## src/sv/lcp_pkg.sv

```systemverilog
// Shared types and constants of the parametric line clipper.
// Used by every module of the block; depends on nothing.
package lcp_pkg;

   localparam int CW        = 16;
   localparam int FW        = 16;
   localparam int QW        = FW + 2;
   localparam int TW        = QW + 1;
   localparam int DIV_STEPS = QW;
   localparam int LANES     = 4;
   localparam int NCOORD    = 4;

   typedef logic signed [CW-1:0] coord_type;
   typedef logic signed [CW:0]   diff_type;
   typedef logic [CW-1:0]        mag_type;
   typedef logic [QW-1:0]        quo_type;
   typedef logic signed [TW-1:0] ratio_type;
   typedef logic [FW:0]          param_type;

   typedef enum logic [1:0] {
      REG_WIN_LEFT   = 2'd0,
      REG_WIN_BOTTOM = 2'd1,
      REG_WIN_RIGHT  = 2'd2,
      REG_WIN_TOP    = 2'd3
   } reg_index_type;

   typedef struct packed {
      logic pzero;
      logic qneg;
      logic pneg;
      logic neg;
   } lane_tag_type;

   typedef struct packed {
      coord_type x0;
      coord_type y0;
      diff_type  dx;
      diff_type  dy;
   } seg_type;

   localparam ratio_type T_ONE = TW'(1) << FW;
   localparam quo_type   Q_SAT = QW'(2) << FW;

endpackage

```

## src/sv/lcp_lerp.sv

```systemverilog
// Entry/exit selection stage and endpoint product stage.
// Depends on lcp_pkg.
module lcp_lerp (
   input  logic                  clock,
   input  logic                  en,
   input  lcp_pkg::quo_type      quo [lcp_pkg::LANES],
   input  lcp_pkg::lane_tag_type tag [lcp_pkg::LANES],
   input  lcp_pkg::seg_type      seg,
   output lcp_pkg::mag_type      prod [lcp_pkg::NCOORD],
   output logic                  vis,
   output lcp_pkg::seg_type      seg_out
);
   import lcp_pkg::*;

   param_type t_in_ff, t_in_in, t_out_ff, t_out_in;
   logic      vsel_ff, vsel_in;
   seg_type   sseg_ff;
   mag_type   prod_ff [NCOORD], prod_in [NCOORD];
   logic      vmul_ff;
   seg_type   mseg_ff;

   always_comb begin
      ratio_type r;
      ratio_type ti;
      ratio_type to;
      logic      v;
      ti = '0;
      to = T_ONE;
      v  = 1'b1;
      for (int i = 0; i < LANES; i++) begin
         r = signed'({1'b0, quo[i]});
         if (tag[i].neg)
            r = -r;
         if (tag[i].pzero) begin
            if (tag[i].qneg)
               v = 1'b0;
         end else if (tag[i].pneg) begin
            if (r > ti)
               ti = r;
         end else if (r < to) begin
            to = r;
         end
      end
      if (ti > to)
         v = 1'b0;
      vsel_in  = v;
      t_in_in  = ti[FW:0];
      t_out_in = to[FW:0];
   end

   always_comb begin
      mag_type            a;
      param_type          t;
      logic [CW+FW-1:0]   full;
      for (int c = 0; c < NCOORD; c++) begin
         a = (c % 2 == 0) ? (sseg_ff.dx[CW] ? mag_type'(-sseg_ff.dx) : mag_type'(sseg_ff.dx))
                          : (sseg_ff.dy[CW] ? mag_type'(-sseg_ff.dy) : mag_type'(sseg_ff.dy));
         t = (c < 2) ? t_in_ff : t_out_ff;
         full = (CW+FW)'(a) * (CW+FW)'(t[FW-1:0]);
         prod_in[c] = t[FW] ? a : full[CW+FW-1:FW];
      end
   end

   always_ff @(posedge clock) begin
      if (en) begin
         t_in_ff  <= t_in_in;
         t_out_ff <= t_out_in;
         vsel_ff  <= vsel_in;
         sseg_ff  <= seg;
         prod_ff  <= prod_in;
         vmul_ff  <= vsel_ff;
         mseg_ff  <= sseg_ff;
      end
   end

   assign prod    = prod_ff;
   assign vis     = vmul_ff;
   assign seg_out = mseg_ff;

endmodule

```

## config.mk

```make
export PLATFORM = sky130hd
export DESIGN_NAME = lcp_lerp
export DESIGN_NICKNAME = d
export VERILOG_FILES = /design/src/sv/lcp_pkg.sv /design/src/sv/lcp_lerp.sv
export SDC_FILE = /design/constraint.sdc
export NUM_CORES = 2
export LEC_CHECK = 0
export BUFFER_PORTS_ARGS = -buffer_cell sky130_fd_sc_hd__buf_2
export CAP_MARGIN = 20
export CORE_ASPECT_RATIO = 1.5
export CORE_UTILIZATION = 55
export DETAILED_ROUTE_END_ITERATION = 8
export PLACE_DENSITY = 0.79
export SYNTH_ARGS = -nofsm -noshare
export SYNTH_HDL_FRONTEND = slang
export SYNTH_SLANG_ARGS = --single-unit
```

## constraint.sdc

```tcl
create_clock -name clock -period 10.3 [get_ports clock]
set_clock_uncertainty 0.15 [all_clocks]
set_input_delay 0.515 -clock clock [delete_from_list [all_inputs] [get_ports clock]]
set_output_delay 0.515 -clock clock [all_outputs]
set_load 0.02 [all_outputs]
```

==> impl_metrics.csv <==
group,metric,value,unit
sta,timing.hold.ws,0.263,ns
placement,routabilityCongestion,0.989,
cells_and_area,fin_nets,6919,
worst_setup_path,cp_max_fo,8,
worst_setup_path,required,10.60,ns
cells_and_area,fillers,6697,
cells_and_area,antenna_cells,0,
worst_hold_path,worstHoldPathType,"register to register",
cells_and_area,final_cell_count_no_fill,6580,
synth,synth-edff-count,232,
clock_tree,cts_sinks,232,
sta,post-route-period-util,97.8,%
die,fp.dieH,356,um
clock_tree,clock_path_buffers,3,
worst_setup_path,cp_slowest_stage_delay,0.53,ns
synth,synth_seq_cells,232,
clock_tree,root_buffer,"clkbuf_16",
synth,yosysWarningCount,0,
global_routing,track_usage,30.9,%
flow_run,drv_cap,0,
sta,max_freq,99.2,MHz
clock_tree,path_clk_slew,0.07,ns
worst_setup_path,worst_r2r_startpoint,"sseg_ff[24]$_DFFE_PP_",
clock_tree,cts_tree,"built",
synth,synth_area_per_cell,9.33,um^2
worst_hold_path,hp-start,"sseg_ff[39]$_DFFE_PP_",
global_routing,grt_pass1_vias,40200,
global_routing,busiest_layer,"met2",
global_routing,grt_max_degree,127,
worst_setup_path,crit_top_cell,"o21a_1",
worst_hold_path,min_to,"seg_out[39]$_DFFE_PP_",
global_routing,use_met3,3.60,%
synth,synth_cells,4933,
global_routing,gr-usage-met1,32.8,%
drt,wl_per_cell,19.4,um
drt,num_vias,36900,
synth,synthArstFlopShare,0,%
sta,tightest_slew,1.14,ns
sta,rsz0062_at_grt,"yes",
clock_tree,cts_buffers,24,
placement,placedCellCount,6454,
sta,tns,0,ns
drt,drt_iter0_drc,2203,
drt,drcViolationCount,0,
synth,synthFlopType,"edfxtp_1",
global_routing,antenna_found_initial,2,
worst_setup_path,cp-end-kind,"register",
synth,syn-cell-area,0.0460,mm^2
die,coreArea,0.0826,mm^2
cells_and_area,drive_above_1_share,15.5,%
synth,ys_types,71,
global_routing,gr-total-overflow,0,
run_status,outcome,"finished clean",
worst_setup_path,cp.arrival,10.38,ns
placement,io_buffer_count,286,
die,io_pins,287,
die,placementRows,129,
drt,dr.pass1.iters,6,
sta,min_period,10.08,ns
sta,hold_violations,0,
cells_and_area,syn2layout_area_growth,15.3,%
drt,via_per_inst,5.61,
die,start_util,55.7,%
synth,synth_top_area_share,33.6,%
die,die_x,238,um
worst_hold_path,min_delay_path_depth,0,
clock_tree,htree_levels,1,
clock_tree,clock_latency,0.60,ns
worst_setup_path,reg2reg_slack,0.62,ns
drt,antenna_left,0,
global_routing,grt_use_met2,56.4,%
worst_setup_path,start_kind,"primary input",
synth,seq_area_frac_synth,15.1,%
synth,synth_nets,6401,
sta,relSlewSlack,23.8,%
worst_setup_path,worst-setup-path-type,"primary input to register",
worst_setup_path,r2r-end,"prod[59]$_DFFE_PP_",
placement,post-dp-hpwl,99200,um
drt,finalWirelength,128000,um
worst_setup_path,reg2reg_depth,26,
global_routing,grt_pass1_wl,204000,um
sta,drv_slew,0,
synth,yosysTopAreaCell,"fa_1",
synth,synthTopCellsByArea,"fa_1 (34%), edfxtp_1 (15%), ha_1 (15%), inv_1 (8.0%), nand2_1 (7.0%)",
sta,finalSetupViolCount,0,
die,die-area,0.0848,mm^2
worst_setup_path,cpMaxStageDelayCell,"or4_4",
[Yosys cell counts (5+ instances only)]
library cell / n
a2111oi_0: 8
inv_1: 983
clkbuf_1: 223
and3_1: 9
xnor2_1: 92
a31o_2: 12
nor3_1: 26
o31ai_1: 31
a21o_1: 38
nand4_1: 25
a21oi_1: 89
xor2_1: 67
a31oi_1: 16
nor4_1: 12
or4_1: 15
mux2_2: 33
a211oi_1: 20
edfxtp_1: 232
or3_1: 20
ha_1: 540
o211ai_1: 10
nand2_1: 855
nand3_1: 23
nor2b_1: 52
nor3b_1: 8
o41ai_1: 10
mux2i_1: 78
nor2_1: 85
o31a_1: 9
or2_2: 5
o21ai_0: 117
and2_1: 307
buf_2: 7
fa_1: 772
o21a_1: 25
nand2b_1: 13
o21bai_1: 6
[worst max path at each step]
| stage | to | start | cells after the start |
|---|---|---|---|
| 2_1_floorplan | vsel_ff$_SDFFCE_PN0P_ | quo[56] | 53 |
| 3_3_place_gp | vsel_ff$_SDFFCE_PN0P_ | quo[43] | 52 |
| 3_5_place_dp | vsel_ff$_SDFFCE_PN0P_ | quo[43] | 52 |
| 4_1_cts | vsel_ff$_SDFFCE_PN0P_ | quo[43] | 52 |
| 5_1_grt | vsel_ff$_SDFFCE_PN0P_ | quo[59] | 54 |
| 6_report | vsel_ff$_SDFFCE_PN0P_ | quo[59] | 54 |
[flip-flops by register name, indices dropped and copies added, names as in the netlist]
signal    cells
t_in_ff      17
vsel_ff       1
seg_out      66
prod         64
vis           1
sseg_ff      66
t_out_ff     17
[per-stage QoR]
stage,setup WS (ns),area (um^2),utilization (%)
finish,0.224,53000,64.2
global route,-0.247,53000,64.2
CTS,0.0802,52500,63.5
detailed placement,-0.511,51000,61.7
global placement,-0.354,51000,61.7
floorplan,0.00100,46200,-
[placed cells by master, fill, tap and decap left out, types with 10 or more instances in the layout]
cell type,n
a21oi_1,84
o21ai_1,11
nand4_1,25
fa_1,772
a31o_2,12
nor3_1,25
xnor2_1,71
nand3_1,23
o21ai_0,105
nor2_1,84
buf_2,285
o31ai_1,30
o21a_1,25
ha_1,531
xor2_1,58
buf_4,367
nor4_1,12
edfxtp_1,232
dlygate4sd3_1,66
a211oi_1,17
a21o_1,38
or4_1,12
mux2i_2,10
inv_1,982
o211ai_1,10
or3_1,18
mux2_2,31
nand2b_1,13
mux2i_1,60
xnor2_2,20
a31oi_1,15
nor2b_1,52
and2_1,306
clkbuf_16,25
nand2_1,853
[critical path, delay by kind of cell]
kind | cells | cell delay, ns
AOI/OAI and AO/OA | 25 | 4.24
xor gates and xnor gates | 2 | 0.34
adders and majority gates | 4 | 0.90
buffers and inverters | 10 | 1.52
muxes | 3 | 0.70
and+or+nand+nor | 10 | 2.16
[kinds of logic after synthesis]
| group | count (synthesis) | synth area share, % |
|---|---|---|
| AOI/OAI and AO/OA | 421 | 5.93 |
| other | 1 | 0.00815 |
| muxes | 112 | 2.54 |
| and+or+nand+nor | 1475 | 15.1 |
| adders and majority gates | 1312 | 48.3 |
| DFF | 232 | 15.1 |
| buffers and inverters | 1221 | 10.0 |
| xor gates and xnor gates | 159 | 3.03 |
[layer usage]
layer | vias up | wire length [um]
met1 | 18300 | 43100
met5 | - | 28
met2 | 1587 | 65700
li1 | 16400 | -
met4 | 4 | 10700
met3 | 586 | 8190
[layout make-up]
cell class	count	area [um^2]	share of cell area (%)
well taps	1113	1390	2.63
clock inverters	16	194	0.366
flip-flops and latches	232	6970	13.1
inverters	984	3690	6.96
clock buffers	26	608	1.15
multi-input cells	3480	35200	66.3
repair buffers	729	5000	9.44
[repair_timing]
item | in CTS | in global routing
endpoints found under the hold margin | 66 | 0
endpoints found under the setup margin | 0 | 1
resized for setup | 0 | 77
hold buffers | 66 | 0
buffers inserted | 0 | 17
Power is left out: the tool's default activity adds up to more than one toggle a clock period on the data nets, which glitch-free logic cannot reach.
