**src/sv/lcp_pkg.sv**
```systemverilog
// Shared types and constants of the parametric line clipper.
// Used by every module of the block; depends on nothing.
package lcp_pkg;

   localparam int CW        = 16;
   localparam int FW        = 16;
   localparam int QW        = FW + 2;
   localparam int TW        = QW + 1;
   localparam int DIV_STEPS = QW;
   localparam int LANES     = 4;
   localparam int NCOORD    = 4;

   typedef logic signed [CW-1:0] coord_type;
   typedef logic signed [CW:0]   diff_type;
   typedef logic [CW-1:0]        mag_type;
   typedef logic [QW-1:0]        quo_type;
   typedef logic signed [TW-1:0] ratio_type;
   typedef logic [FW:0]          param_type;

   typedef enum logic [1:0] {
      REG_WIN_LEFT   = 2'd0,
      REG_WIN_BOTTOM = 2'd1,
      REG_WIN_RIGHT  = 2'd2,
      REG_WIN_TOP    = 2'd3
   } reg_index_type;

   typedef struct packed {
      logic pzero;
      logic qneg;
      logic pneg;
      logic neg;
   } lane_tag_type;

   typedef struct packed {
      coord_type x0;
      coord_type y0;
      diff_type  dx;
      diff_type  dy;
   } seg_type;

   localparam ratio_type T_ONE = TW'(1) << FW;
   localparam quo_type   Q_SAT = QW'(2) << FW;

endpackage

```
**src/sv/lcp_setup.sv**
```systemverilog
// Entry stage: differences, boundary distances and divider operands.
// Depends on lcp_pkg.
module lcp_setup (
   input  logic                                clock,
   input  logic                                en,
   input  lcp_pkg::coord_type                  start_x,
   input  lcp_pkg::coord_type                  start_y,
   input  lcp_pkg::coord_type                  end_x,
   input  lcp_pkg::coord_type                  end_y,
   input  lcp_pkg::coord_type                  win_left,
   input  lcp_pkg::coord_type                  win_bottom,
   input  lcp_pkg::coord_type                  win_right,
   input  lcp_pkg::coord_type                  win_top,
   output lcp_pkg::mag_type                    aq [lcp_pkg::LANES],
   output lcp_pkg::mag_type                    ap [lcp_pkg::LANES],
   output logic                                sat [lcp_pkg::LANES],
   output lcp_pkg::lane_tag_type               tag [lcp_pkg::LANES],
   output lcp_pkg::seg_type                    seg
);
   import lcp_pkg::*;

   diff_type     p [LANES];
   diff_type     q [LANES];
   diff_type     dx, dy;
   mag_type      aq_ff [LANES], aq_in [LANES];
   mag_type      ap_ff [LANES], ap_in [LANES];
   logic         sat_ff [LANES], sat_in [LANES];
   lane_tag_type tag_ff [LANES], tag_in [LANES];
   seg_type      seg_ff, seg_in;

   always_comb begin
      dx   = diff_type'(end_x) - diff_type'(start_x);
      dy   = diff_type'(end_y) - diff_type'(start_y);
      p[0] = -dx;
      q[0] = diff_type'(start_x) - diff_type'(win_left);
      p[1] = dx;
      q[1] = diff_type'(win_right) - diff_type'(start_x);
      p[2] = -dy;
      q[2] = diff_type'(start_y) - diff_type'(win_bottom);
      p[3] = dy;
      q[3] = diff_type'(win_top) - diff_type'(start_y);
      for (int i = 0; i < LANES; i++) begin
         ap_in[i]        = p[i][CW] ? mag_type'(-p[i]) : mag_type'(p[i]);
         aq_in[i]        = q[i][CW] ? mag_type'(-q[i]) : mag_type'(q[i]);
         sat_in[i]       = {1'b0, aq_in[i]} > {ap_in[i], 1'b0};
         tag_in[i].pzero = (p[i] == '0);
         tag_in[i].qneg  = q[i][CW];
         tag_in[i].pneg  = p[i][CW];
         tag_in[i].neg   = q[i][CW] ^ p[i][CW];
      end
      seg_in.x0 = start_x;
      seg_in.y0 = start_y;
      seg_in.dx = dx;
      seg_in.dy = dy;
   end

   always_ff @(posedge clock) begin
      if (en) begin
         aq_ff  <= aq_in;
         ap_ff  <= ap_in;
         sat_ff <= sat_in;
         tag_ff <= tag_in;
         seg_ff <= seg_in;
      end
   end

   assign aq  = aq_ff;
   assign ap  = ap_ff;
   assign sat = sat_ff;
   assign tag = tag_ff;
   assign seg = seg_ff;

endmodule

```
**config.mk**
```make
export PLATFORM = sky130hd
export DESIGN_NAME = lcp_setup
export DESIGN_NICKNAME = d
export VERILOG_FILES = /design/src/sv/lcp_pkg.sv /design/src/sv/lcp_setup.sv
export SDC_FILE = /design/constraint.sdc
export NUM_CORES = 1
export LEC_CHECK = 0
export ABC_AREA = 1
export BUFFER_PORTS_ARGS = -buffer_cell sky130_fd_sc_hd__buf_2
export CAP_MARGIN = 20
export CORE_ASPECT_RATIO = 0.75
export CORE_MARGIN = 2
export CORE_UTILIZATION = 45
export DETAILED_ROUTE_END_ITERATION = 8
export PLACE_DENSITY = 0.67
export SLEW_MARGIN = 20
export SYNTH_ARGS = -nofsm -noshare
export SYNTH_HDL_FRONTEND = slang
export SYNTH_SLANG_ARGS = --single-unit
```
**constraint.sdc**
```tcl
create_clock -name clock -period 13.5 [get_ports clock]
set_input_delay 2.7 -clock clock [delete_from_list [all_inputs] [get_ports clock]]
set_output_delay 2.7 -clock clock [all_outputs]
set_load 0.03 [all_outputs]
```
==> results.sh, run 1 <==
export IMPL_area_growth_pct=18.7
export IMPL_syn_nets=2315
export IMPL_io_pin_count=344
export IMPL_yosys_area_share_simple_pct=22.8
export IMPL_syn_inst=2015
export IMPL_whs_ns=2.37
export IMPL_preCtsSetupSlack_ns=5.70
export IMPL_ys_ff_latch=208
export IMPL_ys_flop_type="edfxtp_1"
export IMPL_end_kind="flop"
export IMPL_cts_setup_buffers=0
export IMPL_antenna_found_initial=0
export IMPL_min_path_type="in -> reg"
export IMPL_cp_slowest_cell="ha_1"
export IMPL_final_max_slew_viol_count=0
export IMPL_viasPerCell=5.23
export IMPL_synthTopCellsByCount="470 x nand2_1, 381 x inv_1, 208 x edfxtp_1"
export IMPL_rows=60
export IMPL_critPathKind="in -> reg"
export IMPL_slowest_delay_ns=0.73
export IMPL_async_reset_ff_share_pct=0
export IMPL_rsz0062_at_grt="false"
export IMPL_crit_required_ns=13.88
export IMPL_fp_dieH_um=169
export IMPL_synth_warnings=0
export IMPL_holdPathStages=1
export IMPL_use_met3_pct=5.47
export IMPL_hold_buffers=0
export IMPL_vdd_drop_max_mv=0.115
export IMPL_synth_compound_area_share_pct=8.26
export IMPL_core_area_um2=35800
export IMPL_maxCapViolations=0
export IMPL_tritoncts="built"
export IMPL_ys_top_cells_by_area="edfxtp_1 38%, ha_1 13%, nand2_1 11%"
export IMPL_synthAdderAreaFrac_pct=13.3
export IMPL_syn_area_per_cell_um2=8.11
export IMPL_first_pass_iters=6
export IMPL_max_freq_mhz=136
export IMPL_synth_top_family_by_area="simple AND/OR/NAND/NOR gates"
export IMPL_period_needed_ns=7.33
export IMPL_fin_nets=2670
export IMPL_grt_pass1_wl_um=76900
export IMPL_leakage_nw=10.0
export IMPL_wl_per_cell_um=18.1
export IMPL_power_mw=3.00
export IMPL_ctsResizeCount=0
export IMPL_drt_iter0_drc=1197
export IMPL_drt_wl_total_um=51700
export IMPL_place_hpwl_um=42500
export IMPL_grt_use_met2_pct=35.5
export IMPL_hold_viol_final=0
export IMPL_clkTransAtPathRegs_ns=0.06
export IMPL_use_met1_pct=42.4
export IMPL_syn_area_um2=16300
export IMPL_initial_core_util_pct=45.6
export IMPL_cts_made_buffers=25
export IMPL_htree_levels=1
export IMPL_setup_slack_ns=6.17
export IMPL_synth_edf_count=208
export IMPL_die_w_um=224
export IMPL_final_layout_size_suffix_gt1_share_pct=18.6
export IMPL_vias=14900
export IMPL_status="completed"
export IMPL_place_gp_congestion=0.942
export IMPL_cp_max_fo=17
export IMPL_grt_use_total_pct=26.5
export IMPL_tns_ns=0
export IMPL_synth_area_mux_share_pct=0.184
export IMPL_synth_most_common_cell="nand2_1"
export IMPL_netlist_area_leader_share_pct=38.2
export IMPL_grt_overflow=0
export IMPL_synthXorXnorAreaFrac_pct=7.65
export IMPL_dieArea_um2=37900
export IMPL_drc=0
export IMPL_ant_nets=0
export IMPL_synth_distinct_cells=54
export IMPL_multiInputGateArea_um2=8530
export IMPL_fin_crit_sh_pct=54.3
export IMPL_clk_path_buf_depth=3
export IMPL_insertedDiodeCount=0
export IMPL_setup_violations=0
export IMPL_critPathLaunchType="input port"
export IMPL_arrival_ns=7.71
export IMPL_seq_area_frac_synth_pct=38.2
export IMPL_yosys_area_top_type="edfxtp_1"
export IMPL_cts_root_buf="clkbuf_16"
export IMPL_n_fill_cell=3450
export IMPL_busiest_layer="met1"
export IMPL_crit_top_cell="nand2_1"
export IMPL_register_area_um2=6250
export IMPL_placement_io_buffers=343
export IMPL_slew_headroom_pct=36.8
export IMPL_worstMarginPinSlew_ns=0.948
export IMPL_grt_max_degree=104
export IMPL_grt_pass1_vias=13400
export IMPL_power_density_nw_per_um2=155
export IMPL_whs_endpoint="seg[37]$_DFFE_PP_"
export IMPL_clock_sinks=208
export IMPL_min_from="start_y[3]"
[state kept, by name, summed over array words and instances, names as in the netlist]
register,count
seg,62
aq,64
sat,4
tag,16
ap,62
[final cells by class]
| class | instances | area share, % |
|---|---|---|
| clock buffer | 30 | 3.32 |
| clock inverter | 14 | 0.980 |
| inverter | 392 | 7.58 |
| multi-input combinational | 1398 | 44.0 |
| sequential | 208 | 32.2 |
| tap | 465 | 3.00 |
| timing repair buffer | 345 | 8.97 |
[how the worst max path moves through the flow]
stage	cells after the start	to	slack, ns	from
2_1_floorplan	26	sat[1]$_DFFE_PP_	6.63	end_y[0]
3_3_place_gp	29	sat[3]$_DFFE_PP_	5.79	start_x[9]
3_5_place_dp	29	sat[3]$_DFFE_PP_	5.70	start_x[9]
4_1_cts	29	sat[3]$_DFFE_PP_	6.22	start_x[9]
5_1_grt	29	sat[1]$_DFFE_PP_	5.65	start_y[2]
6_report	29	sat[3]$_DFFE_PP_	6.17	start_x[9]
[cell families (layout without fill, tap and decap cells)]
group                      count (synthesis)  after routing
and+or+nand+nor                          851            851
buffers and inverters                    409            781
AOI/OAI and AO/OA                        239            239
DFF                                      208            208
adders and majority gates                170            170
xor gates and xnor gates                 135            135
muxes                                      3              3
[where the power goes]
group / internal, mW / switching [mW] / total [mW] / leakage [nW]
Clock: 0.418 / 0.290 / 0.708 / 0.391
Combinational: 0.409 / 0.968 / 1.38 / 7.58
Sequential: 0.879 / 0.0398 / 0.919 / 2.03
[critical path: cells and delay by family]
family / cells / cell delay (ns)
XOR/XNOR: 1 / 0.18
adder cells (fa/ha/maj): 3 / 1.39
AND/OR/NAND/NOR: 11 / 1.33
buffers and inverters: 6 / 0.63
AO/OA/AOI/OAI: 8 / 1.48
[metal layers]
metal / wire length (um) / up-vias
met5: 0 / -
met4: 1200 / 0
met3: 4020 / 60
met2: 20000 / 538
met1: 26400 / 6963
li1: - / 7354
[through the flow]
step / util, % / cell area [um^2] / std cells
floorplan: - / 16300 / 2015
global placement: 51.9 / 18600 / 2808
detailed placement: 51.9 / 18600 / 2808
CTS: 54.2 / 19400 / 2852
global route: 54.2 / 19400 / 2852
finish: 54.2 / 19400 / 2852
[cells in the final DEF, fill, tap and decap left out, drive strengths merged, types with 3 or more instances in the layout]
cell type and instances:
o21ai 79, clkinvlp 5, a21o 10, or2 11
fa 6, nand3b 8, nand2 485, nor4 9
o31ai 4, a21oi 107, ha 164, buf 344
nor2 113, nor3 37, o21a 6, xnor2 21
nand3 140, clkbuf 31, a21boi 3, o21bai 13
a31oi 6, mux2i 3, bufinv 4, edfxtp 208
nand4 43, o211ai 3, inv 391, clkinv 6
xor2 114
Note: power is estimated with default switching activity, not from simulation.
==> inputs of run 2 (changes only) <==
--- a/config.mk
+++ b/config.mk
@@ -5,7 +5,7 @@
 export SDC_FILE = /design/constraint.sdc
 export NUM_CORES = 1
 export LEC_CHECK = 0
-export ABC_AREA = 1
+export ABC_AREA = 0
 export BUFFER_PORTS_ARGS = -buffer_cell sky130_fd_sc_hd__buf_2
 export CAP_MARGIN = 20
 export CORE_ASPECT_RATIO = 0.75
==> constraint.sdc (replaced) <==
create_clock -name clock -period 7.1 [get_ports clock]
set_input_delay 1.42 -clock clock [delete_from_list [all_inputs] [get_ports clock]]
set_output_delay 1.42 -clock clock [all_outputs]
set_load 0.03 [all_outputs]
==> run 2 against run 1 <==
Compared with the run above: cell count shrank 12%; critical path depth is 2 lower; highest routed layer unchanged; core utilization decreased by 0.075 points; clock power is 57% higher.
==> results.sh, run 2 <==
export IMPL_dp_cells=2466
export IMPL_ctsResizeCount=0
export IMPL_largest_register_ffs=64
export IMPL_pwr_share_seq_pct=31.6
export IMPL_dieArea_um2=37800
export IMPL_synthTopCellsByCount="208 x edfxtp_1, 201 x inv_1, 164 x ha_1"
export IMPL_crit_path_start="start_y[0]"
export IMPL_viasPerCell=5.49
export IMPL_place_gp_congestion=0.919
export IMPL_io_pin_count=344
export IMPL_grt_max_degree=108
export IMPL_maxCapViolations=0
export IMPL_hold_buffers=0
export IMPL_core_area_um2=35700
export IMPL_rsz0062_at_grt="false"
export IMPL_final_common_cell="buf_2"
export IMPL_min_path_type="in -> reg"
export IMPL_final_cell_mix="342 x buf_2, 208 x edfxtp_1, 201 x inv_1"
export IMPL_critPathLaunchType="input port"
export IMPL_first_pass_iters=5
export IMPL_drc=0
export IMPL_clock_sinks=208
export IMPL_pwr_share_clk_pct=20.1
export IMPL_seq_area_frac_synth_pct=38.3
export IMPL_cts_root_buf="clkbuf_16"
export IMPL_hold_viol_final=0
export IMPL_power_mw=5.52
export IMPL_finalNonFillerCells=2504
export IMPL_critPathKind="in -> reg"
export IMPL_vdd_drop_max_mv=0.198
export IMPL_clk_path_buf_depth=3
export IMPL_max_freq_mhz=154
export IMPL_cp_slowest_cell="fa_1"
export IMPL_syn_area_um2=16300
export IMPL_end_kind="flop"
export IMPL_tns_ns=0
export IMPL_placement_io_buffers=343
export IMPL_async_reset_ff_share_pct=0
export IMPL_synth_warnings=0
export IMPL_initial_core_util_pct=45.6
export IMPL_worstMarginPinSlew_ns=0.935
export IMPL_slowest_delay_ns=0.43
export IMPL_clkTransAtPathRegs_ns=0.07
export IMPL_place_hpwl_um=39400
export IMPL_netSwitchingFraction_pct=42.1
export IMPL_cts_made_buffers=23
export IMPL_status="completed"
export IMPL_cts_setup_buffers=0
export IMPL_synth_edf_count=208
export IMPL_final_max_slew_viol_count=0
export IMPL_yosys_area_top_type="edfxtp_1"
export IMPL_insertedDiodeCount=0
export IMPL_ant_nets=0
export IMPL_period_needed_ns=6.50
export IMPL_vias=13700
export IMPL_ys_flop_type="edfxtp_1"
export IMPL_syn_inst=1666
export IMPL_grt_overflow=0
export IMPL_die_w_um=224
export IMPL_fp_dieH_um=169
export IMPL_crit_buf_inv=3
export IMPL_switching_power_mw=2.32
export IMPL_final_layout_size_suffix_gt1_share_pct=22.4
export IMPL_leakage_nw=8.50
export IMPL_internal_power_mw=3.20
export IMPL_htree_levels=1
export IMPL_rows=60
export IMPL_area_growth_pct=18.7
export IMPL_grt_use_total_pct=24.6
export IMPL_synth_most_common_cell="edfxtp_1"
export IMPL_min_from="start_y[5]"
export IMPL_holdPathStages=1
export IMPL_crit_required_ns=7.37
export IMPL_wl_per_cell_um=19.2
export IMPL_power_density_nw_per_um2=285
export IMPL_arrival_ns=6.77
export IMPL_syn_nets=1966
export IMPL_syn_area_per_cell_um2=9.78
export IMPL_tritoncts="built"
export IMPL_grt_pass1_wl_um=72200
export IMPL_ys_top_cells_by_area="edfxtp_1 38%, ha_1 13%, xnor2_1 7.3%"
export IMPL_crit_top_cell="o21a_1"
export IMPL_cp_max_fo=7
export IMPL_fin_crit_sh_pct=91.6
export IMPL_fin_nets=2326
export IMPL_setup_violations=0
export IMPL_drt_wl_total_um=48200
export IMPL_ys_ff_latch=208
export IMPL_antenna_found_initial=1
export IMPL_p_comb_share_pct=48.4
export IMPL_drt_iter0_drc=922
export IMPL_slew_headroom_pct=37.6
export IMPL_synth_distinct_cells=90
export IMPL_stdcell_area_um2=19300
export IMPL_place_area_um2=18700
export IMPL_netlist_area_leader_share_pct=38.3
export IMPL_crit_family="compound AO/OA/AOI/OAI gates"
export IMPL_whs_endpoint="seg[39]$_DFFE_PP_"
export IMPL_grt_pass1_vias=12900
## run 2: power groups by stage
| stage | combinational, mW | sequential (mW) | clock [mW] |
|---|---|---|---|
| floorplan | 1.39 | 2.23 | 0 |
| global placement | 2.60 | 1.77 | 0 |
| detailed placement | 2.65 | 1.77 | 0 |
| CTS | 2.66 | 1.75 | 1.14 |
| global route | 2.90 | 1.76 | 1.17 |
| finish | 2.67 | 1.74 | 1.11 |
## run 2: through the flow
| stage | setup slack (ns) | utilization [%] | hold slack [ns] |
|---|---|---|---|
| after global routing | 0.228 | 54.1 | 1.09 |
| after CTS | 0.671 | 54.1 | 1.07 |
| after floorplan | 0.286 | - | 1.52 |
| after detailed placement | 0.108 | 52.2 | 1.64 |
| final | 0.597 | 54.1 | 1.10 |
| after global placement | 0.289 | 52.2 | 1.63 |
## run 2: area by class of cell
class,instances,area (um^2)
clock buffers,25,583
clock inverters,13,85.1
fillers,3272,16400
inverters,204,766
multi-input cells,1217,9120
flip-flops and latches,208,6250
well taps,465,582
repair buffers,372,1960
## run 2: how the worst max path moves through the flow
stage	endpoint	slack (ns)	depth (start not counted)
finish	sat[1]$_DFFE_PP_	0.60	27
global route	sat[1]$_DFFE_PP_	0.23	27
CTS	sat[1]$_DFFE_PP_	0.67	27
detailed placement	sat[1]$_DFFE_PP_	0.11	27
global placement	sat[1]$_DFFE_PP_	0.29	27
floorplan	sat[3]$_DFFE_PP_	0.29	30
## run 2: cell families after synthesis
kind of cell / synth area share (%)
AO/OA/AOI/OAI: 16.7
XOR/XNOR: 11.1
adder cells (fa/ha/maj): 13.3
buffers and inverters: 5.69
flip-flops: 38.3
multiplexers: 0.445
AND/OR/NAND/NOR: 14.4
## run 2: routing by layer
metal  vias up  track usage [%]  share of wire, %
li1       6765                -                 -
met1      6467             32.5                44
met2       453             43.2                48
met3        58             3.32               5.8
met4         0             5.10               2.2
met5         -                0                 0
