<file path="config.mk">
export PLATFORM = sky130hd
export DESIGN_NAME = lcp_div
export DESIGN_NICKNAME = d
export VERILOG_FILES = /design/src/sv/lcp_pkg.sv /design/src/sv/lcp_div.sv
export SDC_FILE = /design/constraint.sdc
export NUM_CORES = 1
export LEC_CHECK = 0
export BUFFER_PORTS_ARGS = -buffer_cell sky130_fd_sc_hd__buf_2
export CAP_MARGIN = 20
export CORE_MARGIN = 8
export CORE_UTILIZATION = 50
export CTS_BUF_LIST = sky130_fd_sc_hd__clkbuf_16
export DETAILED_ROUTE_END_ITERATION = 8
export GPL_TIMING_DRIVEN = 0
export PLACE_DENSITY = 0.74
export SETUP_SLACK_MARGIN = 0.02
export SYNTH_ARGS = -nofsm -noshare
export SYNTH_HDL_FRONTEND = slang
export SYNTH_SLANG_ARGS = --single-unit
</file>
<file path="constraint.sdc">
create_clock -name clock -period 3.4 [get_ports clock]
set_input_delay 0.34 -clock clock [delete_from_list [all_inputs] [get_ports clock]]
set_output_delay 0.34 -clock clock [all_outputs]
set_load 0.02 [all_outputs]
</file>
<file path="src/sv/lcp_pkg.sv">
// Shared types and constants of the parametric line clipper.
// Used by every module of the block; depends on nothing.
package lcp_pkg;

   localparam int CW        = 16;
   localparam int FW        = 16;
   localparam int QW        = FW + 2;
   localparam int TW        = QW + 1;
   localparam int DIV_STEPS = QW;
   localparam int LANES     = 4;
   localparam int NCOORD    = 4;

   typedef logic signed [CW-1:0] coord_type;
   typedef logic signed [CW:0]   diff_type;
   typedef logic [CW-1:0]        mag_type;
   typedef logic [QW-1:0]        quo_type;
   typedef logic signed [TW-1:0] ratio_type;
   typedef logic [FW:0]          param_type;

   typedef enum logic [1:0] {
      REG_WIN_LEFT   = 2'd0,
      REG_WIN_BOTTOM = 2'd1,
      REG_WIN_RIGHT  = 2'd2,
      REG_WIN_TOP    = 2'd3
   } reg_index_type;

   typedef struct packed {
      logic pzero;
      logic qneg;
      logic pneg;
      logic neg;
   } lane_tag_type;

   typedef struct packed {
      coord_type x0;
      coord_type y0;
      diff_type  dx;
      diff_type  dy;
   } seg_type;

   localparam ratio_type T_ONE = TW'(1) << FW;
   localparam quo_type   Q_SAT = QW'(2) << FW;

endpackage

</file>
<file path="src/sv/lcp_div.sv">
// Pipelined restoring divider, one quotient bit per stage, for one boundary.
// Depends on lcp_pkg.
module lcp_div (
   input  logic                  clock,
   input  logic                  en,
   input  lcp_pkg::mag_type      aq,
   input  lcp_pkg::mag_type      ap,
   input  logic                  sat,
   input  lcp_pkg::lane_tag_type tag,
   output lcp_pkg::quo_type      quo,
   output lcp_pkg::lane_tag_type tag_out
);
   import lcp_pkg::*;

   mag_type      rem_ff [DIV_STEPS], rem_in [DIV_STEPS];
   quo_type      quo_ff [DIV_STEPS], quo_in [DIV_STEPS];
   mag_type      ap_ff  [DIV_STEPS], ap_in  [DIV_STEPS];
   logic         sat_ff [DIV_STEPS], sat_in [DIV_STEPS];
   lane_tag_type tag_ff [DIV_STEPS], tag_in [DIV_STEPS];
   logic         aq0_ff, aq0_in;

   always_comb begin
      logic [CW:0] sh;
      mag_type     prem;
      quo_type     pquo;
      mag_type     pap;
      logic        nbit;
      logic        ge;
      aq0_in = aq[0];
      for (int k = 0; k < DIV_STEPS; k++) begin
         if (k == 0) begin
            prem      = {2'b00, aq[CW-1:2]};
            pquo      = '0;
            pap       = ap;
            nbit      = aq[1];
            sat_in[k] = sat;
            tag_in[k] = tag;
         end else begin
            prem      = rem_ff[k-1];
            pquo      = quo_ff[k-1];
            pap       = ap_ff[k-1];
            nbit      = (k == 1) ? aq0_ff : 1'b0;
            sat_in[k] = sat_ff[k-1];
            tag_in[k] = tag_ff[k-1];
         end
         sh        = {prem, nbit};
         ge        = sh >= {1'b0, pap};
         rem_in[k] = ge ? mag_type'(sh - {1'b0, pap}) : sh[CW-1:0];
         quo_in[k] = {pquo[QW-2:0], ge};
         ap_in[k]  = pap;
      end
   end

   always_ff @(posedge clock) begin
      if (en) begin
         rem_ff <= rem_in;
         quo_ff <= quo_in;
         ap_ff  <= ap_in;
         sat_ff <= sat_in;
         tag_ff <= tag_in;
         aq0_ff <= aq0_in;
      end
   end

   assign quo     = sat_ff[DIV_STEPS-1] ? Q_SAT : quo_ff[DIV_STEPS-1];
   assign tag_out = tag_ff[DIV_STEPS-1];

endmodule

</file>
==> metrics.md, run 1 <==
| Metric | Value |
|---|---|
| Outcome | complete, no violations |
| Worst R2R Setup Slack | 0.16 ns |
| Fraction of registers with async set/reset | 0% |
| Post-synthesis cell type count | between 80 and 90 |
| Fmax | 308 MHz |
| First-pass GRT wire length | 122,000 um |
| CTS Buf Count | 88 |
| Multi-input logic area | around 15,000 um^2 |
| Post-synthesis xor/xnor area fraction | 3.96% |
| Layout cells sized above 1 | 9.00% |
| Starting Density | between 50% and 60% |
| Synthesis-to-layout area growth | 12.5% |
| DRT Wirelength | around 74,000 um |
| Crit path cell chain | ha_1 > nor2b_1 > o21ai_1 > a21oi_1 > o31ai_2 > a21oi_1 > a2111oi_4 > buf_2 > o21ai_1 |
| Max_cap viols | 0 |
| PnR Total Power | approximately 42,000 uW |
| R2r endpoint | rem_ff[256]$_DFFE_PP_ |
| Static leakage | roughly 0.019 uW |
| Crit start category | register |
| Rows | 105 |
| Mapped Area | about 41,000 um^2 |
| Worst reg2reg path depth | 9 |
| Final worst slack | about 0.16 ns |
| Clock sinks | around 810 |
| Mapped Avg Cell Area | 12.6 um^2 |
| H-tree depth | 3 |
| Post-route DRC | 0 |
| DIE HEIGHT | roughly 300 um |
| Vias/cell | approximately 5.4 |
| Total gr overflow | 0 |
| Worst slew pin tran | between 0.7 and 0.8 ns |
| Hold Vio Cnt, Final | 0 |
| Critical-path maximum fanout | 10 |
| Pwr Density | ~900 nW/um^2 |
| # fillers | roughly 6,500 |
| Skew-Pair Late Insertion Delay | roughly 0.65 ns |
| Synth Area in Simple Gates | 7.26% |
| Estimated wirelength of the detail-placed design | around 53,000 um |
| Crit end category | register |
| Post-DR wirelength/cell | 16.2 um |
| CP arrival | 3.64 ns |
| Die area | 91,700 um^2 |
| DRT Pass-1 Iters | 5 |
| Setup WS pre-CTS | -0.374 ns |
| Most frequent cells in the layout | 806 x edfxtp_1, 362 x inv_1, 286 x ha_1 |
| Final core utilization | a little under three fifths |
| Synth Area in Compound Gates | 12.0% |
| Synth Flop Type | edfxtp_1 |
| Multiplexer share of the synthesized area | 4.54% |
| Setup TNS | 0 ns |
| Slowest CP cell | a2111oi_4 |
| Syn Nets | around 3,600 |
| Clock transition at path regs | ~0.060 ns |
| CTS tree | yes |
| Initial DRC count | between 1,000 and 1,500 |
| Min-Delay Path Class | in2reg |
| Yosys reg bits | roughly 800 |
| Final min period | about 3.2 ns |
| Max transition margin | a little under half |
| VDD IR-drop max | 0.427 mV |
| Die Wd | between 300 and 400 um |
| Required time of the critical path | ~3.8 ns |
| Period utilization | a little over nine tenths |
| Total via count in the routed design | 25,000 |
| Max incr delay on CP | between 0.5 and 0.6 ns |
| Post-Synth Adder-Cell Area | around a tenth |
| Syn. warnings | 0 |
| Largest net degree at the start of global routing | ~140 |
| Clock root buffer | clkbuf_16 |
| Skew final | roughly 0.031 ns |
| Final count of negative-setup-slack endpoints | 0 |
| EDFF count, synth | ~810 |
| R2r startpoint | rem_ff[272]$_DFFE_PP_ |
| FF+latch area | between 20,000 and 25,000 um^2 |
| Final ANT Viol Nets | 0 |
| Worst hold start | aq[9] |
| I/O Buffers | 60 |
| Clock tree buffer depth | 3 |
| Worst Hold Depth | 3 |
| Largest family of logic cells by synthesized area | compound AO/OA/AOI/OAI gates |
| Pins over their slew limit | 0 |
| Initial antenna violation count | 0 |
| Seq/Total Area, Yosys | about three fifths |
| Core ar. | between 80,000 and 90,000 um^2 |
| CP Class | reg2reg |
| Global placement routability congestion | approximately 0.94 |
| Antenna diode count | 0 |
| Top Ports | 61 |
| Leading cell type in the layout, fill and taps excluded | edfxtp_1 |
| Hold Path End | rem_ff[280]$_DFFE_PP_ |
| Mapped Cells | around 3,300 |
| Vias in the first global route | ~25,000 |
| Global Route Usage Sum | between 15 and 20% |
| RSZ-0062 raised after global routing | no |
| Total Nets Final | approximately 3,800 |
registers in the layout (all words and copies together), names as in the netlist:
| name | count |
|---|---|
| ap_ff | 272 |
| rem_ff | 272 |
| quo_ff | 171 |
| tag_ff | 68 |
| sat_ff | 18 |
| tag_out | 4 |
| aq0_ff | 1 |
layout make-up:
type                            instances  area share, %
Sequential cell                       806           52.3
Multi-Input combinational cell       2046           33.2
Clock buffer                           89           4.81
Tap cell                             1070           2.89
Inverter                              352           2.86
Timing Repair Buffer                  103           1.82
Clock inverter                         74           1.48
Buffer                                 53          0.590
Yosys cell counts, types with 9 or more instances:
cell type / n / area share (%)
a211o_1: 13 / 0.28
a211oi_1: 33 / 0.60
a21o_1: 94 / 1.7
a21oi_1: 205 / 2.5
a31oi_1: 28 / 0.43
and2_1: 10 / 0.15
and3_1: 16 / 0.24
buf_2: 13 / 0.16
buf_4: 9 / 0.16
clkbuf_1: 28 / 0.26
edfxtp_1: 806 / 59
fa_1: 17 / 0.83
ha_1: 286 / 8.7
inv_1: 350 / 3.2
mux2_1: 85 / 2.3
mux2_2: 63 / 1.7
mux2i_1: 17 / 0.41
nand2_1: 174 / 1.6
nand2b_1: 43 / 0.65
nand3_1: 23 / 0.28
nand4_1: 35 / 0.53
nor2_1: 179 / 1.6
nor2b_1: 66 / 1.0
nor3_1: 37 / 0.45
o211ai_1: 13 / 0.24
o21a_1: 51 / 0.93
o21ai_0: 149 / 1.8
o21ai_1: 39 / 0.47
o21bai_1: 13 / 0.24
o31a_1: 12 / 0.26
o31ai_1: 26 / 0.47
xnor2_1: 124 / 2.6
xor2_1: 62 / 1.3
timing repair:
action | 4_1_cts | 5_1_grt
setup endpoints to repair | 2 | 80
endpoints found under the hold margin | 35 | 0
pin swaps | 0 | 1
buffers inserted | 0 | 2
gates resized for setup | 2 | 8
hold buffers | 35 | 0
cells by family (layout without fill, tap and decap cells):
kind of cell             count (synthesis)  count (layout)
AO/OA/AOI/OAI                          767             767
XOR/XNOR                               186             186
adder cells (fa/ha/maj)                303             303
buffers and inverters                  406             671
flip-flops                             806             806
multiplexers                           167             167
AND/OR/NAND/NOR                        623             623
report_power, final:
part	internal, uW	switching, uW
combinational	7610	9070
clock	5500	3910
sequential	14300	1190
total	27400	14200
worst max-delay path, delay by kind of cell (launching register included):
kind                       cells  cell delay [ns]
AOI/OAI and AO/OA              6             1.72
DFF                            1             0.43
buffers and inverters          1             0.36
adders and majority gates      1             0.33
and+or+nand+nor                1             0.13
layer usage:
layer,track usage (%),vias to the layer above,share of wire (%)
met5,0,-,0
met2,29.1,548,50
met4,6.19,0,3.3
li1,-,12400,-
met1,19.2,11900,42
met3,2.90,162,4.8
worst max-delay path by stage:
stage,startpoint,to,cells past startpoint
after floorplan,ap_ff[33]$_DFFE_PP_,rem_ff[24]$_DFFE_PP_,12
after global placement,en,quo_ff[12]$_DFFE_PP_,1
after detailed placement,aq[1],rem_ff[284]$_DFFE_PP_,13
after CTS,ap[5],rem_ff[284]$_DFFE_PP_,12
after global routing,ap_ff[145]$_DFFE_PP_,rem_ff[142]$_DFFE_PP_,12
final,rem_ff[272]$_DFFE_PP_,rem_ff[256]$_DFFE_PP_,9
metrics by stage:
| stage | hold slack [ns] | instance area (um^2) | instances |
|---|---|---|---|
| final | 0.0587 | 46300 | 4593 |
| after CTS | 0.00972 | 46200 | 4592 |
| after floorplan | 0.400 | 41100 | 3258 |
| after global routing | 0.0443 | 46300 | 4593 |
| after global placement | 0.400 | 42800 | 4388 |
| after detailed placement | 0.405 | 42900 | 4394 |
Power figures use the tool's default switching activity.
==> run 2: changes to the inputs <==
--- a/config.mk
+++ b/config.mk
@@ -7,12 +7,14 @@
 export LEC_CHECK = 0
 export BUFFER_PORTS_ARGS = -buffer_cell sky130_fd_sc_hd__buf_2
 export CAP_MARGIN = 20
+export CELL_PAD_IN_SITES_DETAIL_PLACEMENT = 0
+export CELL_PAD_IN_SITES_GLOBAL_PLACEMENT = 1
 export CORE_MARGIN = 8
 export CORE_UTILIZATION = 50
 export CTS_BUF_LIST = sky130_fd_sc_hd__clkbuf_16
 export DETAILED_ROUTE_END_ITERATION = 8
 export GPL_TIMING_DRIVEN = 0
-export PLACE_DENSITY = 0.74
+export PLACE_DENSITY = 0.85
 export SETUP_SLACK_MARGIN = 0.02
 export SYNTH_ARGS = -nofsm -noshare
 export SYNTH_HDL_FRONTEND = slang
==> constraint.sdc (replaced) <==
create_clock -name clock -period 3.4 [get_ports clock]
set_input_delay 0.34 -clock clock [delete_from_list [all_inputs] [get_ports clock]]
set_output_delay 0.34 -clock clock [all_outputs]
set_load 0.005 [all_outputs]
==> metrics.md, run 2 (synthesis gave the netlist of run 1 again) <==
| Metric | Value |
|---|---|
| Clock root buffer | clkbuf_16 |
| Antenna diode count | 0 (unchanged) |
| Max incr delay on CP | 0.40 ns (-0.19 ns) |
| Total Nets Final | 3,784 (-0.21%) |
| Period utilization | 95.9% (+0.55 points) |
| Die area | 91,700 um^2 (unchanged) |
| Worst slew pin tran | 0.898 ns (+0.125 ns) |
| Vias in the first global route | 24,000 (-3.7%) |
| Clock sinks | 806 (unchanged) |
| VDD IR-drop max | 0.474 mV (+11%) |
| Critical-path maximum fanout | 10 (unchanged) |
| Crit path top cell by count | o21ai_1 |
| DRT Wirelength | 74,700 um (+0.50%) |
| Multi-input logic area | 15,400 um^2 (+0.11%) |
| Total gr overflow | 0 (unchanged) |
| Vias/cell | 5.35 (-1.7%) |
| Total via count in the routed design | 24,500 (-2.0%) |
| Synthesis-to-layout area growth | 12.2% |
| Rows | 105 (unchanged) |
| Switching Share | 33.8% (-0.33 points) |
| Required time of the critical path | 3.76 ns (-0.03 ns) |
| Estimated wirelength of the detail-placed design | 54,100 um (+2.6%) |
| Initial antenna violation count | 0 (unchanged) |
| Placed Area | 42,900 um^2 (unchanged) |
| CP arrival | 3.62 ns (-0.02 ns) |
| Layout cells sized above 1 | 8.84% (-0.16 points) |
| Final worst slack | 0.139 ns (-0.0188 ns) |
| Crit start category | register |
| CP Class | reg2reg |
| Skew-Pair Late Insertion Delay | 0.62 ns (-0.03 ns) |
| Starting Density | 50.3% (unchanged) |
| Final Instance Area | 46,100 um^2 (-0.23%) |
| Final ANT Viol Nets | 0 (unchanged) |
| Largest regs | ap_ff (272), rem_ff (272), quo_ff (171) |
| DRT Pass-1 Iters | 5 (unchanged) |
| Slowest CP cell | edfxtp_1 |
| Core ar. | 81,700 um^2 (unchanged) |
| Post-DR wirelength/cell | 16.3 um (+0.88%) |
| Largest net degree at the start of global routing | 137 (-0.72%) |
| Crit end category | register |
| Outcome | complete, no violations |
| Initial DRC count | 1,351 (-7.8%) |
| Pins over their slew limit | 0 (unchanged) |
| Global Route Usage Sum | 16.3% (+0.13 points) |
| First-pass GRT wire length | 122,000 um (+0.18%) |
| Leading cell type in the layout, fill and taps excluded | edfxtp_1 |
| Final count of negative-setup-slack endpoints | 0 (unchanged) |
| Max_cap viols | 0 (unchanged) |
| Skew final | 0.0317 ns (+0.000515 ns) |
| DIE HEIGHT | 303 um (unchanged) |
| Max transition margin | 40.1% (-7.0 points) |
| FF+latch area | 24,200 um^2 (unchanged) |
| Die Wd | 303 um (unchanged) |
| H-tree depth | 3 (unchanged) |
| Most frequent cells in the layout | 806 x edfxtp_1, 367 x inv_1, 286 x ha_1 |
| RSZ-0062 raised after global routing | no |
| CTS tree | yes |
| Min-Delay Path Class | in2reg |
| Global placement routability congestion | 0.862 (-8.3%) |
| Pwr Density | 898 nW/um^2 (about the same) |
| # fillers | 6,659 (+1.8%) |
| Sw power | 14,000 uW (-1.2%) |
| Sequential share of power | 37.4% (+0.2 points) |
| Clock tree buffer depth | 3 (unchanged) |
| Logic pwr share | 40.0% (about the same) |
| Clk network pwr share | 22.6% (about the same) |
| Hold Vio Cnt, Final | 0 (unchanged) |
| I/O Buffers | 60 (unchanged) |
| Worst R2R Setup Slack | 0.14 ns (-0.02 ns) |
| Int Pwr | 27,500 uW (+0.29%) |
| Post-route DRC | 0 (unchanged) |
| Clock transition at path regs | 0.06 ns (about the same) |
| Setup WS pre-CTS | -0.156 ns (+0.217 ns) |
| Static leakage | 0.0186 uW (-0.34%) |
| CTS Buf Count | 87 (-1.1%) |
| Fmax | 307 MHz (-0.58%) |
| Final min period | 3.26 ns (+0.0188 ns) |
| Top Ports | 61 (unchanged) |
| Crit path cell chain | inv_1 > ha_1 > o21ai_1 > a21oi_1 > nor3_1 > o21ai_1 > o31ai_1 > o21a_1 > a21boi_4 > buf_4 > mux2_1 |
run 2: metrics by stage:
step | util (%) | TNS [ns] | hold WS, ns | cells | total power, uW
5_1_grt | 56.5 | 0 | 0.0208 | 4576 | 44300
3_3_place_gp | 52.3 | -7907.50 | 0.400 | 4388 | 32000
6_report | 56.5 | 0 | 0.0498 | 4576 | 41500
3_5_place_dp | 52.5 | -2.30 | 0.405 | 4394 | 32000
2_1_floorplan | - | 0 | 0.400 | 3258 | 28000
4_1_cts | 56.4 | 0 | 0.00437 | 4576 | 41600
run 2: layer usage:
layer / up-vias / GRT usage, % / share of wire [%]
li1: 12400 / - / -
met1: 11500 / 22.2 / 47
met2: 491 / 26.6 / 45
met3: 125 / 2.79 / 5.0
met4: 0 / 5.39 / 2.6
met5: - / 0 / 0
run 2: power by group through the flow:
stage	combinational (uW)	clock (uW)	sequential (uW)
floorplan	12900	0	15100
global placement	16100	0	15900
detailed placement	16300	0	15700
CTS	16500	9640	15500
global route	18500	10000	15800
finish	16600	9360	15500
run 2: area by class of cell:
cell class	count	share of cell area (%)
plain buffers	53	0.596
clock buffers	89	4.83
clock inverters	64	1.36
inverters	352	2.86
multi-input cells	2046	33.3
flip-flops and latches	806	52.4
well taps	1070	2.90
repair buffers	96	1.68
run 2: critical path, delay by kind of cell, from the launching register on:
| kind | cells | cell delay, ns |
|---|---|---|
| AOI/OAI and AO/OA | 6 | 1.42 |
| adders and majority gates | 1 | 0.37 |
| buffers and inverters | 2 | 0.36 |
| DFF | 1 | 0.40 |
| muxes | 1 | 0.36 |
| and+or+nand+nor | 1 | 0.10 |
run 2: what timing repair did:
action                     in CTS  in global routing
pin swaps                       0                  2
setup endpoints to repair      11                 75
hold buffers                   29                  0
setup buffers                   0                  1
resized for setup               2                 14
hold endpoints to repair       29                  0
run 2: worst paths after layout:
path | startpoint | end | depth (start not counted)
worst min-delay path | aq[15] | rem_ff[286]$_DFFE_PP_ | 3
worst max-delay path | ap_ff[178]$_DFFE_PP_ | rem_ff[171]$_DFFE_PP_ | 11
worst max register to register | ap_ff[178]$_DFFE_PP_ | rem_ff[171]$_DFFE_PP_ | 11
worst min register to register | tag_ff[55]$_DFFE_PP_ | tag_ff[51]$_DFFE_PP_ | 0
==> run 3: changes to the inputs <==
--- a/config.mk
+++ b/config.mk
@@ -5,6 +5,7 @@
 export SDC_FILE = /design/constraint.sdc
 export NUM_CORES = 1
 export LEC_CHECK = 0
+export ABC_AREA = 1
 export BUFFER_PORTS_ARGS = -buffer_cell sky130_fd_sc_hd__buf_2
 export CAP_MARGIN = 20
 export CELL_PAD_IN_SITES_DETAIL_PLACEMENT = 0
@@ -14,8 +15,7 @@
 export CTS_BUF_LIST = sky130_fd_sc_hd__clkbuf_16
 export DETAILED_ROUTE_END_ITERATION = 8
 export GPL_TIMING_DRIVEN = 0
-export PLACE_DENSITY = 0.85
-export SETUP_SLACK_MARGIN = 0.02
+export PLACE_DENSITY = 0.89
 export SYNTH_ARGS = -nofsm -noshare
 export SYNTH_HDL_FRONTEND = slang
 export SYNTH_SLANG_ARGS = --single-unit
==> metrics.md, run 3 <==
| Metric | Value |
|---|---|
| RSZ-0062 raised after global routing | no |
| CP arrival | 2.89 ns (-0.73 ns) |
| Worst reg2reg path depth | 12 (+1) |
| Fmax | 392 MHz (+28%) |
| Global Route Usage Sum | 19.9% (+3.6 points) |
| Die area | 102,000 um^2 (+12%) |
| Yosys top cell by area | edfxtp_1 |
| Seq/Total Area, Yosys | 52.4% (-6.4 points) |
| Most frequent cells in the layout | 2,038 x nand2_1, 994 x inv_1, 806 x edfxtp_1 |
| Clock root buffer | clkbuf_16 |
| R2r endpoint | rem_ff[92]$_DFFE_PP_ |
| # fillers | 8,093 (+22%) |
| Clock transition at path regs | 0.06 ns (about the same) |
| PnR Total Power | 43,200 uW (+4.3%) |
| Largest cells by area after synthesis | edfxtp_1 52%, nand2_1 17%, inv_1 8.0%, ha_1 7.8%, nand3_1 3.0% |
| VDD IR-drop max | 0.394 mV (-17%) |
| Mapped Cells | 5,319 (+63%) |
| Fraction of registers with async set/reset | 0% (unchanged) |
| First-pass GRT wire length | 165,000 um (+36%) |
| Total Nets Final | 5,837 (+54%) |
| Placed Cells | 6,571 (+50%) |
| Outcome | complete, no violations |
| Crit start category | register |
| Min-Delay Path Class | in2reg |
| Vias in the first global route | 31,600 (+32%) |
| R2r startpoint | ap_ff[108]$_DFFE_PP_ |
| Period utilization | 75.1% (-21 points) |
| Hold buffers post-CTS | 22 (-24%) |
| Largest net degree at the start of global routing | 137 (unchanged) |
| Synthesis-to-layout area growth | 11.0% |
| Largest regs | ap_ff (272), rem_ff (272), quo_ff (171) |
| Synth cell count leaders | 2,038 x nand2_1, 982 x inv_1, 806 x edfxtp_1 |
| Final min period | 2.55 ns (-0.709 ns) |
| Hold Path End | rem_ff[275]$_DFFE_PP_ |
| Estimated wirelength of the detail-placed design | 79,200 um (+46%) |
| Critical-path maximum fanout | 10 (unchanged) |
| Antenna diode count | 0 (unchanged) |
| Core ar. | 91,500 um^2 (+12%) |
| I/O Buffers | 60 (unchanged) |
| Synth Flop Type | edfxtp_1 |
| Post-DR wirelength/cell | 15.4 um (-5.9%) |
| Vias/cell | 4.95 (-7.4%) |
| Crit end category | register |
| CTS Buf Count | 86 (-1.1%) |
| Worst R2R Setup Slack | 0.85 ns (+0.71 ns) |
| Mapped Avg Cell Area | 8.68 um^2 (-31%) |
| DRT Pass-1 Iters | 6 (+1) |
| EDFF count, synth | 806 (unchanged) |
| Pwr Density | 844 nW/um^2 (-6.1%) |
| Post-synth top area share | 52.4% (-6.4 points) |
| Global placement routability congestion | 0.888 (+2.9%) |
| Worst slew pin tran | 0.819 ns (-0.0789 ns) |
| Clock tree buffer depth | 3 (unchanged) |
| Die Wd | 320 um (+5.6%) |
| Skew final | 0.0242 ns (-0.00755 ns) |
| Mapped Area | 46,100 um^2 (+12%) |
| Total via count in the routed design | 33,400 (+37%) |
| Total gr overflow | 0 (unchanged) |
| Final ANT Viol Nets | 0 (unchanged) |
| Worst hold start | aq[4] |
| H-tree depth | 3 (unchanged) |
| Multi-input logic area | 17,700 um^2 (+15%) |
| Pins over their slew limit | 0 (unchanged) |
| Post-Layout Cell Count | 6,750 (+48%) |
| Skew-Pair Late Insertion Delay | 0.64 ns (+0.02 ns) |
| CTS tree | yes |
| Rows | 111 (+5.7%) |
| CP Class | reg2reg |
| DIE HEIGHT | 320 um (+5.6%) |
| Post-synthesis cell type count | 40 (-52%) |
| Max transition margin | 45.4% (+5.3 points) |
| Required time of the critical path | 3.74 ns (-0.02 ns) |
| Post-CTS setup buffers | 0 (unchanged) |
| Syn Nets | 5,661 (+57%) |
| Initial DRC count | 2,606 (+93%) |
| Hold Vio Cnt, Final | 0 (unchanged) |
| Syn. warnings | 0 (unchanged) |
| DRT Wirelength | 104,000 um (+39%) |
| Starting Density | 50.4% (+0.11 points) |
| Layout cells sized above 1 | 6.00% (-2.8 points) |
| Post-route DRC | 0 (unchanged) |
| Initial antenna violation count | 1 (+1) |
| Worst Hold Depth | 3 (unchanged) |
| Top-count cell post-synth | nand2_1 |
| Clock sinks | 806 (unchanged) |
| Final count of negative-setup-slack endpoints | 0 (unchanged) |
| FF+latch area | 24,200 um^2 (unchanged) |
| Resized cells post-CTS | 0 (-2) |
| Static leakage | 0.0253 uW (+36%) |
| Max_cap viols | 0 (unchanged) |
| Top Ports | 61 (unchanged) |
| Leading cell type in the layout, fill and taps excluded | nand2_1 |
| Yosys reg bits | 806 (unchanged) |
run 3: cell families (layout without fill, tap and decap cells):
logic type	count (synthesis)	in the layout	share of synthesized area, %
xor gates and xnor gates	118	118	2.24
adders and majority gates	303	303	8.49
buffers and inverters	1070	1315	9.20
DFF	806	806	52.4
and+or+nand+nor	2827	2827	25.4
AOI/OAI and AO/OA	195	195	2.19
run 3: power by group:
group | total, uW | switching [uW] | leakage, uW | internal (uW)
registers | 15300 | 1340 | 0.00790 | 14000
clock network | 9620 | 3980 | 0.00144 | 5630
logic | 18300 | 11900 | 0.0159 | 6360
run 3: critical path, cell delays in order (launching register included):
cell      delay, ns
edfxtp_1       0.55
inv_1          0.09
ha_1           0.38
nand2_1        0.14
inv_2          0.07
nand2_1        0.08
nor4_1         0.20
nand2_1        0.13
nand2_4        0.14
inv_2          0.09
buf_6          0.15
nand2_1        0.08
nand2_1        0.14
run 3: final cells by class:
cell class	count	area share, %
multi-input combinational	3443	34.5
timing repair buffer	88	1.36
clock inverter	70	1.44
clock buffer	87	4.25
sequential	806	47.2
buffer	57	0.869
tap	1186	2.90
inverter	1013	7.42
run 3: metal layers:
metal / vias up / track usage, % / wire length [um]
met5: - / 0 / 0
met4: 0 / 5.48 / 2600
li1: 17300 / - / -
met2: 709 / 33.0 / 47700
met1: 15300 / 27.5 / 48500
met3: 168 / 2.56 / 4800
run 3: worst max path at each step:
| stage | start | to | slack [ns] | cells after the start |
|---|---|---|---|---|
| 6_report | ap_ff[108]$_DFFE_PP_ | rem_ff[92]$_DFFE_PP_ | 0.85 | 12 |
| 5_1_grt | sat_ff[0]$_DFFE_PP_ | quo[10] | 0.53 | 4 |
| 4_1_cts | sat_ff[0]$_DFFE_PP_ | quo[12] | 0.63 | 4 |
| 3_5_place_dp | en | rem_ff[25]$_DFFE_PP_ | 0.44 | 4 |
| 3_3_place_gp | en | quo_ff[17]$_DFFE_PP_ | -10.06 | 1 |
| 2_1_floorplan | aq[1] | rem_ff[275]$_DFFE_PP_ | 1.33 | 13 |
run 3: metrics by stage:
stage               setup slack [ns]  util (%)  hold WS, ns  TNS [ns]  cell area [um^2]
floorplan                       1.33         -        0.400         0             46100
finish                         0.848      56.0       0.0673         0             51200
CTS                            0.625      56.0      0.00739         0             51200
global placement              -10.06      52.4        0.400  -8010.12             47900
global route                   0.535      56.0       0.0307         0             51200
detailed placement             0.440      52.6        0.405         0             48100
